## src/lsc_pkg.sv

```systemverilog
// Shared types, constants and helpers of the line segment clipper.
// No dependencies; every other file of the block imports this package.
package lsc_pkg;

  localparam int COORD_BITS  = 16;
  localparam int DIFF_BITS   = COORD_BITS + 1;
  localparam int PROD_BITS   = 2 * COORD_BITS;
  localparam int CLIP_ROUNDS = 4;
  localparam int DIV_STAGES  = COORD_BITS;
  localparam int CFG_INDEX_BITS = 2;

  localparam logic [3:0] CODE_LEFT   = 4'd1;
  localparam logic [3:0] CODE_RIGHT  = 4'd2;
  localparam logic [3:0] CODE_BOTTOM = 4'd4;
  localparam logic [3:0] CODE_TOP    = 4'd8;

  localparam logic [CFG_INDEX_BITS-1:0] REG_WIN_X_LOW  = 2'd0;
  localparam logic [CFG_INDEX_BITS-1:0] REG_WIN_Y_LOW  = 2'd1;
  localparam logic [CFG_INDEX_BITS-1:0] REG_WIN_X_HIGH = 2'd2;
  localparam logic [CFG_INDEX_BITS-1:0] REG_WIN_Y_HIGH = 2'd3;

  typedef logic signed [COORD_BITS-1:0] coord_t;
  typedef logic signed [DIFF_BITS-1:0]  diff_t;
  typedef logic [COORD_BITS-1:0]        mag_t;
  typedef logic [PROD_BITS-1:0]         prod_t;
  typedef logic [3:0]                   code_t;

  typedef struct packed {
    coord_t x_low;
    coord_t y_low;
    coord_t x_high;
    coord_t y_high;
  } win_t;

  typedef struct packed {
    logic   fin;
    logic   acc;
    coord_t x1;
    coord_t y1;
    coord_t x2;
    coord_t y2;
    code_t  c1;
    code_t  c2;
  } seg_t;

  function automatic code_t region(coord_t x, coord_t y, win_t w);
    code_t c;
    c = '0;
    if (y > w.y_high) c = c | CODE_TOP;
    if (y < w.y_low)  c = c | CODE_BOTTOM;
    if (x < w.x_low)  c = c | CODE_LEFT;
    if (x > w.x_high) c = c | CODE_RIGHT;
    return c;
  endfunction

  // Differences of two coordinates never reach the negative end of diff_t.
  function automatic mag_t magnitude(diff_t v);
    diff_t n;
    n = v[DIFF_BITS-1] ? -v : v;
    return n[COORD_BITS-1:0];
  endfunction

endpackage

```

## src/lsc_div.sv

```systemverilog
// Pipelined restoring divider, one quotient bit per register stage.
// Depends on lsc_pkg. The quotient must fit in COORD_BITS bits.
module lsc_div (
  input  logic            clk,
  input  logic            en,
  input  lsc_pkg::prod_t  dividend,
  input  lsc_pkg::mag_t   divisor,
  output lsc_pkg::mag_t   quotient,
  output logic            rem_nz
);
  import lsc_pkg::*;

  mag_t rem_s [DIV_STAGES+1];
  mag_t low_s [DIV_STAGES+1];
  mag_t quo_s [DIV_STAGES+1];
  mag_t dvs_s [DIV_STAGES+1];

  assign rem_s[0] = dividend[PROD_BITS-1:COORD_BITS];
  assign low_s[0] = dividend[COORD_BITS-1:0];
  assign quo_s[0] = '0;
  assign dvs_s[0] = divisor;

  for (genvar k = 0; k < DIV_STAGES; k++) begin : g_step
    logic [COORD_BITS:0] trial;
    logic [COORD_BITS:0] diff;
    logic                fits;

    assign trial = {rem_s[k], low_s[k][COORD_BITS-1]};
    assign diff  = trial - {1'b0, dvs_s[k]};
    assign fits  = trial >= {1'b0, dvs_s[k]};

    always_ff @(posedge clk) begin
      if (en) begin
        rem_s[k+1] <= fits ? diff[COORD_BITS-1:0] : trial[COORD_BITS-1:0];
        low_s[k+1] <= {low_s[k][COORD_BITS-2:0], 1'b0};
        quo_s[k+1] <= {quo_s[k][COORD_BITS-2:0], fits};
        dvs_s[k+1] <= dvs_s[k];
      end
    end
  end

  assign quotient = quo_s[DIV_STAGES];
  assign rem_nz   = rem_s[DIV_STAGES] != '0;

endmodule

```

## src/lsc_round.sv

```systemverilog
// One clip round: resolve or pick an edge, multiply, divide, move the endpoint, recode.
// Depends on lsc_pkg and lsc_div.
module lsc_round (
  input  logic           clk,
  input  logic           rst,
  input  logic           en,
  input  logic           in_valid,
  input  lsc_pkg::seg_t  in_seg,
  input  lsc_pkg::win_t  win,
  output logic           out_valid,
  output lsc_pkg::seg_t  out_seg
);
  import lsc_pkg::*;

  typedef struct packed {
    seg_t   seg;
    logic   mv1;
    logic   ytype;
    coord_t edge_pos;
    coord_t base;
  } ctx_t;

  typedef struct packed {
    ctx_t ctx;
    logic neg;
    logic dz;
  } side_t;

  // stage A: resolve and choose the edge
  seg_t   rs;
  code_t  pick;
  logic   ytype;
  coord_t edge_pos;
  coord_t base;
  diff_t  a_n, num_n, den_n;

  always_comb begin
    rs = in_seg;
    if (!rs.fin) begin
      if (rs.c1 == '0 && rs.c2 == '0) begin
        rs.fin = 1'b1;
        rs.acc = 1'b1;
      end else if ((rs.c1 & rs.c2) != '0) begin
        rs.fin = 1'b1;
        rs.acc = 1'b0;
      end
    end
    pick = (rs.c1 != '0) ? rs.c1 : rs.c2;
    if ((pick & CODE_TOP) != '0) begin
      ytype = 1'b1;
      edge_pos = win.y_high;
    end else if ((pick & CODE_BOTTOM) != '0) begin
      ytype = 1'b1;
      edge_pos = win.y_low;
    end else if ((pick & CODE_LEFT) != '0) begin
      ytype = 1'b0;
      edge_pos = win.x_low;
    end else begin
      ytype = 1'b0;
      edge_pos = win.x_high;
    end
    if (ytype) begin
      base  = rs.x1;
      a_n   = diff_t'(edge_pos) - diff_t'(rs.y1);
      num_n = diff_t'(rs.x2) - diff_t'(rs.x1);
      den_n = diff_t'(rs.y2) - diff_t'(rs.y1);
    end else begin
      base  = rs.y1;
      a_n   = diff_t'(edge_pos) - diff_t'(rs.x1);
      num_n = diff_t'(rs.y2) - diff_t'(rs.y1);
      den_n = diff_t'(rs.x2) - diff_t'(rs.x1);
    end
  end

  logic  va, vb, vc;
  ctx_t  ctx_a, ctx_b;
  diff_t a_a, num_a, den_a;
  mag_t  ua_b, un_b, ud_b, ud_c;
  logic  neg_b, dz_b;
  side_t side_c;
  prod_t prod_c;

  always_ff @(posedge clk) begin
    if (rst) begin
      va <= 1'b0;
      vb <= 1'b0;
      vc <= 1'b0;
    end else if (en) begin
      va <= in_valid;
      vb <= va;
      vc <= vb;
    end
  end

  always_ff @(posedge clk) begin
    if (en) begin
      ctx_a <= '{seg: rs, mv1: (rs.c1 != '0), ytype: ytype, edge_pos: edge_pos, base: base};
      a_a   <= a_n;
      num_a <= num_n;
      den_a <= den_n;
      // stage B: magnitudes and sign
      ctx_b <= ctx_a;
      ua_b  <= magnitude(a_a);
      un_b  <= magnitude(num_a);
      ud_b  <= magnitude(den_a);
      neg_b <= a_a[DIFF_BITS-1] ^ num_a[DIFF_BITS-1] ^ den_a[DIFF_BITS-1];
      dz_b  <= den_a == '0;
      // stage C: product
      side_c <= '{ctx: ctx_b, neg: neg_b, dz: dz_b};
      prod_c <= ua_b * un_b;
      ud_c   <= ud_b;
    end
  end

  mag_t quo;
  logic rem_nz;

  lsc_div u_div (
    .clk      (clk),
    .en       (en),
    .dividend (prod_c),
    .divisor  (ud_c),
    .quotient (quo),
    .rem_nz   (rem_nz)
  );

  // side data travels beside the divider
  side_t side_d [DIV_STAGES];
  logic  vd     [DIV_STAGES];

  always_ff @(posedge clk) begin
    if (en) begin
      side_d[0] <= side_c;
      for (int i = 1; i < DIV_STAGES; i++) begin
        side_d[i] <= side_d[i-1];
      end
    end
  end

  always_ff @(posedge clk) begin
    if (rst) begin
      for (int i = 0; i < DIV_STAGES; i++) begin
        vd[i] <= 1'b0;
      end
    end else if (en) begin
      vd[0] <= vc;
      for (int i = 1; i < DIV_STAGES; i++) begin
        vd[i] <= vd[i-1];
      end
    end
  end

  // stage E: truncate toward zero and move the endpoint
  side_t                     sd;
  logic signed [DIFF_BITS:0] sum;
  coord_t                    t;
  seg_t                      seg_n;

  always_comb begin
    sd = side_d[DIV_STAGES-1];
    if (sd.neg) begin
      sum = (DIFF_BITS+1)'(sd.ctx.base) - $signed({2'b00, quo});
    end else begin
      sum = (DIFF_BITS+1)'(sd.ctx.base) + $signed({2'b00, quo});
    end
    if (rem_nz && !sd.neg && sum < 0) begin
      sum = sum + (DIFF_BITS+1)'(1);
    end else if (rem_nz && sd.neg && sum > 0) begin
      sum = sum - (DIFF_BITS+1)'(1);
    end
    t = sd.dz ? sd.ctx.base : sum[COORD_BITS-1:0];
    seg_n = sd.ctx.seg;
    if (!seg_n.fin) begin
      if (sd.ctx.mv1) begin
        seg_n.x1 = sd.ctx.ytype ? t : sd.ctx.edge_pos;
        seg_n.y1 = sd.ctx.ytype ? sd.ctx.edge_pos : t;
      end else begin
        seg_n.x2 = sd.ctx.ytype ? t : sd.ctx.edge_pos;
        seg_n.y2 = sd.ctx.ytype ? sd.ctx.edge_pos : t;
      end
    end
  end

  logic ve;
  seg_t seg_e;
  seg_t seg_f;

  always_ff @(posedge clk) begin
    if (rst) begin
      ve <= 1'b0;
      out_valid <= 1'b0;
    end else if (en) begin
      ve <= vd[DIV_STAGES-1];
      out_valid <= ve;
    end
  end

  // stage F: recode the moved segment
  always_comb begin
    seg_f = seg_e;
    if (!seg_e.fin) begin
      seg_f.c1 = region(seg_e.x1, seg_e.y1, win);
      seg_f.c2 = region(seg_e.x2, seg_e.y2, win);
    end
  end

  always_ff @(posedge clk) begin
    if (en) begin
      seg_e <= seg_n;
      out_seg <= seg_f;
    end
  end

`ifndef SYNTHESIS
  a_acc_fin: assert property (@(posedge clk) disable iff (rst)
    out_valid && out_seg.acc |-> out_seg.fin)
    else $error("accepted segment not marked resolved");
  a_hold: assert property (@(posedge clk) disable iff (rst)
    !en |=> $stable(out_valid) && $stable(out_seg))
    else $error("round output moved during stall");
  a_rst: assert property (@(posedge clk)
    rst |=> !out_valid && !va && !ve)
    else $error("valid bits survive reset");
`endif

endmodule

```

## config.mk

```make
export PLATFORM = sky130hd
export DESIGN_NAME = lsc_round
export DESIGN_NICKNAME = d
export VERILOG_FILES = /design/src/lsc_pkg.sv /design/src/lsc_div.sv /design/src/lsc_round.sv
export SDC_FILE = /design/constraint.sdc
export NUM_CORES = 2
export LEC_CHECK = 0
export ABC_AREA = 1
export BUFFER_PORTS_ARGS = -buffer_cell sky130_fd_sc_hd__buf_2
export CORE_MARGIN = 2
export CORE_UTILIZATION = 55
export CTS_CLUSTER_SIZE = 30
export DETAILED_ROUTE_END_ITERATION = 8
export GPL_ROUTABILITY_DRIVEN = 0
export PLACE_DENSITY = 0.71
export SLEW_MARGIN = 15
export SYNTH_ARGS = -nofsm -noshare
export SYNTH_HDL_FRONTEND = slang
export SYNTH_SLANG_ARGS = --single-unit
```

## constraint.sdc

```tcl
create_clock -name clk -period 6.44 [get_ports clk]
set_input_delay 0 -clock clk [delete_from_list [all_inputs] [get_ports clk]]
set_output_delay 0 -clock clk [all_outputs]
set_load 0.01 [all_outputs]
```

# --- Word level (Yosys, flattened, before mapping) ---
# Memory sizes are Yosys's and may differ from the RTL's. A register that Yosys moved wholly into a read port is not among the register bits.
# Index checks and enable logic that the tools add are counted.
word_totals:
  output_inout_bits: 75
  ramBits: 1776
  mem_count: 2
  word_cells: 290
  reg_bits: 1379
  in_bits: 142
memory_table:
  columns: ["memory", "words", "word_bits", "read_ports", "rd_ports_with_merged_regs", "write_ports", "line", "rtl"]
  rows:
  - ["side_d", 16, 110, 16, 0, 16, "lsc_round.sv:128", "side_t side_d [DIV_STAGES];"]
  - ["vd", 16, 1, 16, 1, 16, "lsc_round.sv:129", "logic vd [DIV_STAGES];"]
op_classes:
  n_addsub: 27
  multipliers: 1
  muxes: 72
  n_bitwise: 19
  n_lt_le_gt_ge: 26
  reduce_logical: 13
ops:
  columns: ["operator", "n"]
  rows:
  - ["$mux 16", 28]
  - ["$ge 17x16->1", 16]
  - ["$sub 16x16->16", 16]
  - ["$sub 16x16->17", 4]
  - ["$gt 16x16->1", 4]
  - ["$lt 16x16->1", 4]
  - ["$mux 32", 2]
  - ["$mux 64", 1]
  - ["$mux 17", 3]
  - ["$neg 16->16", 3]
  - ["$mul 16x16->32", 1]
  - ["$mux 1", 28]
  - ["$add 16x17->18", 1]
  - ["$gt 18x1->1 const B", 1]
  - ["$lt 18x1->1 const B", 1]
  - ["$mux 18", 1]
  - ["$sub 16x17->18", 1]
  - ["$logic_not 17->1", 1]
  - ["$add 16x2->16 const B", 1]
  - ["$or 1x1->1", 16]
  - ["$reduce_bool 16->1", 1]
  - ["$sub 16x2->16 const B", 1]
  - ["$mux 4", 3]
  - ["$logic_not 4->1", 2]
  - ["9 further kinds", 18]

# --- Depth between registers and ports, before layout ---
# An unclocked memory read counts as a cell.
logic_depth:
  depth_word: 11
  mapped_depth: 30
  mapped_depth_nobuf: 29

# --- By module ---
# A second synthesis with hierarchy kept.
unflattened:
  hier_cells: 10854
  area_unflattened_um2: 136708.6
modules_own_cells:
  columns: ["module", "cells_each", "area_each_um2", "seq_area_each_um2", "instances"]
  rows:
  - ["lsc_round", 5621, 92304.8, 72139.2, 1]
  - ["lsc_div", 5233, 44403.8, 22581.7, 1]

# --- Least setup slack after synthesis ---
# Ideal clock, no wire load.
synth_timing:
  path_kind: "flip-flop to flip-flop"
  start: "register un_b[6]"
  end: "register prod_c[24] (netlist name)"
  setup_slack_ns: 0.640
  setup_ns: 0.259
  arrival_time_ns: 5.541
  t_required_ns: 6.181
  n_path_buf: 2
  period_less_slack_ns: 5.800
  stages_incl_launch_ff: 25
  cell_sequence: "edfxtp_1 > clkbuf_1 > clkbuf_1 > nand2_1 > inv_1 > fa_1 > inv_1 > fa_1 > fa_1 > inv_1 > fa_1 > fa_1 > inv_1 > fa_1 > inv_1 > ha_1 > a21oi_1 > o21ai_0 > a21oi_1 > inv_1 > a31oi_1 > o21ai_0 > nand2_1 > nand2_1 > xor2_1"
synth_via:
  elab_chain_cells: 1
synth_rtl:
  columns: ["item", "line", "rtl"]
  rows:
  - ["start, declared", "lsc_round.sv:78", "mag_t ua_b, un_b, ud_b, ud_c;"]
  - ["start signal, assigned", "lsc_round.sv:104", "un_b <= magnitude(num_a);"]
  - ["$mul 16x16->32", "lsc_round.sv:110", "prod_c <= ua_b * un_b;"]
# Every way passes these cells.
# A chain may end at the register's enable or synchronous reset.

# --- Final worst setup path ---
layout_timing:
  start: "register un_b[3]"
  end: "register prod_c[24] (netlist name)"
layout_via:
  elab_chain_cells: 1
layout_rtl:
  columns: ["item", "line"]
  rows:
  - ["$mul 16x16->32", "lsc_round.sv:110"]
# Every way passes these cells.

==> out/results.txt <==
Critical Path AT = 6.84 ns
Synth top area share = 0.736
Top_reg_cell synth = edfxtp_1
Period utilization = 0.955
CP Max Fanout = 16
Power per cell area = 533 mW/mm²
Clk slew on worst S/H paths = 0.06 ns
Largest area contributor in the netlist = edfxtp_1
Register bit total from synthesis = 3156
Post-synth EDFFs = 3151
Routing usage on met3 = 0.0373
Slew HR = 0.212
Gr busiest metal = met2
Mapped Area = 0.129 mm²
CP Class = reg -> reg
Netlist cell types = 56
Measured slew at the worst slew-check pin = 1.18 ns
Worst setup EP type = flip-flop
Cts bufs inserted = 324
Placed inst area = 0.134 mm²
Peak supply drop = 2400 µV
DRT Pass-1 Iters = 6
Share of cells above drive strength 1 = 0.0905
Most frequent cell after synthesis = edfxtp_1
Die width = 487 µm
Wire length per cell = 19.7 µm
RSZ-0062 raised after global routing = no
Post-route setup TNS = 0 ns
Area fraction in compound gates after synthesis = 0.0456
Die height = 487 µm
Root Buffer = clkbuf_16
Ranking of synthesized cells by area = edfxtp_1 74%, ha_1 5.4%, nand2_1 3.5%, fa_1 3.3%, inv_1 3.2%
Leakage Power = 0.0575 µW
Min Tclk post-route = 6.15 ns
IO Pins = 217
Vias = 68598
Post-Route WL = 251000 µm
Worst-Skew Late Latency = 0.97 ns
Final slew viol count = 0
Area grow syn2layout = 13.9%
Area occupied by multi-input gates = 0.0291 mm²
CTS tree = done
Full die area = 0.238 mm²
GR Layer Usage met1 = 0.275
Mux contribution to synthesized area = 0
Async SR Flop Fraction = 0
Syn avg cell area = 14.7 µm²
Power Total = 78100 µW
Outcome = completed
Largest net degree at the start of global routing = 205
Total area of sequential cells = 0.0947 mm²
Seq/Total Area, Yosys = 0.737
Cells after Synth = 8740
Hold WC Path Type = in -> reg
Synth warn = 0
FILL cells = 16336
Clock buffer depth = 4
Initial antenna violation count = 12
Post-Synth Adder-Cell Area = 0.0875
Initial Util = 0.553
Post-Syn Nets = 9652
Xor/xnor cell area share of the yosys netlist = 0.0226
Core area = 0.233 mm²
Largest family of logic cells by synthesized area = adder cells
Critical Path RT = 7.13 ns
Max-cap violations = 0
Dpl hpwl = 172000 µm
Vias in the first global route = 69351
Port Buffers = 216
Vias per cell = 5.40
Level count of the clock H-tree = 5
Met2 global-route usage = 0.351
DRC errors left = 0
First-pass GRT wire length = 388000 µm
Endpoints failing setup = 0
Peak Freq = 163 MHz
CP Launch Type = flip-flop
Nets = 10340
Fin area = 0.146 mm²
Row cnt = 177
Iteration-0 DRC Markers = 6451
GRT Total Usage = 0.213
Grt ovf = 0
Synth top cells by count = 3151 x edfxtp_1, 1205 x nand2_1, 1089 x inv_1
Clk sinks = 3156
Simple-Gate Fraction of Synth Area = 0.0701
Antenna viol nets, final = 0
Worst Clk Skew = 0.0657 ns
Final Hold Vio Count = 0
-- sequential cells by signal, summed over array words and instances, names as in the netlist, 105 cells and up --
| name | flops |
|---|---|
| side_d | 1760 |
| ctx_b | 108 |
| u_div.g_step.trial | 255 |
| side_c | 110 |
| u_div.low_s | 105 |
| ctx_a | 108 |
| u_div.dvs_s | 240 |
| u_div.quo_s | 120 |
-- per-layer routing --
metal / part of all wire / vias up
met3: 0.064 / 680
met5: 0.000052 / -
li1: - / 32261
met4: 0.053 / 2
met2: 0.48 / 2566
met1: 0.40 / 33089
-- power by group --
| part | internal (µW) | switching (µW) | total (µW) |
|---|---|---|---|
| logic | 12000 | 19400 | 31400 |
| clock network | 11000 | 7390 | 18400 |
| registers | 27000 | 1290 | 28300 |
-- through the flow --
stage / worst slack, ns / util / hold slack (ns) / std cells
4_1_cts: 0.247 / 0.628 / 0.00155 / 12677
2_1_floorplan: 0.640 / - / 0.0989 / 8740
3_3_place_gp: 0.274 / 0.574 / 0.196 / 11911
6_report: 0.289 / 0.629 / 0.0730 / 12715
5_1_grt: 0.0206 / 0.629 / 0.0295 / 12710
3_5_place_dp: 0.203 / 0.574 / 0.198 / 11911
-- critical path, stage by stage, from the launching register on --
cell and delay (ns):
edfxtp_1 0.74, nand2_1 0.19, fa_1 0.59, fa_1 0.44
fa_1 0.51, inv_1 0.05, fa_1 0.48, fa_1 0.55
inv_1 0.05, fa_1 0.53, inv_1 0.04, ha_1 0.36
a21oi_1 0.22, o21ai_0 0.11, a21oi_1 0.23, inv_1 0.07
a31oi_1 0.26, o21ai_0 0.21, nand2_1 0.10, nand2_1 0.06
xor2_1 0.15
-- layout by cell type, fill, tap and decap left out, types with 68 or more instances in the layout --
| cell | instances |
|---|---|
| xor2_1 | 177 |
| fa_1 | 214 |
| buf_4 | 98 |
| clkbuf_16 | 332 |
| a21oi_1 | 613 |
| nand2_1 | 1205 |
| nor2_1 | 460 |
| buf_2 | 215 |
| dlygate4sd3_1 | 203 |
| xnor2_1 | 155 |
| nor3_1 | 68 |
| nand3_1 | 245 |
| o21ai_0 | 268 |
| edfxtp_1 | 3151 |
| ha_1 | 556 |
| inv_1 | 1089 |
-- logic make-up (layout without fill, tap and decap cells) --
| family | after synthesis | count (layout) |
|---|---|---|
| AOI/OAI and AO/OA | 1071 | 1071 |
| xor gates and xnor gates | 332 | 332 |
| adders and majority gates | 770 | 770 |
| buffers and inverters | 1262 | 2187 |
| DFF | 3156 | 3156 |
| other | 0 | 7 |
| and+or+nand+nor | 2149 | 2149 |
-- worst paths after layout --
kind                             from                    to  slack, ns  cells after the start
hold reg to reg   ctx_a[32]$_DFFE_PP_   ctx_b[32]$_DFFE_PP_       0.36                      0
setup / recovery    un_b[3]$_DFFE_PP_  prod_c[24]$_DFFE_PP_       0.29                     20
setup reg to reg    un_b[3]$_DFFE_PP_  prod_c[24]$_DFFE_PP_       0.29                     20
hold / removal                win[62]  out_seg[4]$_DFFE_PP_       0.07                      8
-- area by class of cell --
| cell class | count | share of cell area |
|---|---|---|
| antenna | 7 | 0.000120 |
| sequential | 3156 | 0.647 |
| clock buffer | 383 | 0.0581 |
| clock inverter | 180 | 0.0134 |
| multi-input combinational | 4322 | 0.199 |
| timing repair buffer | 531 | 0.0283 |
| tap | 3043 | 0.0260 |
| inverter | 1093 | 0.0280 |
-- timing repair --
item,4_1_cts,5_1_grt
hold buffers,203,0
endpoints found under the setup margin,0,7
resized for setup,0,2
buffers inserted,0,30
hold endpoints to repair,461,0
Note: power is estimated with default switching activity, not from simulation.
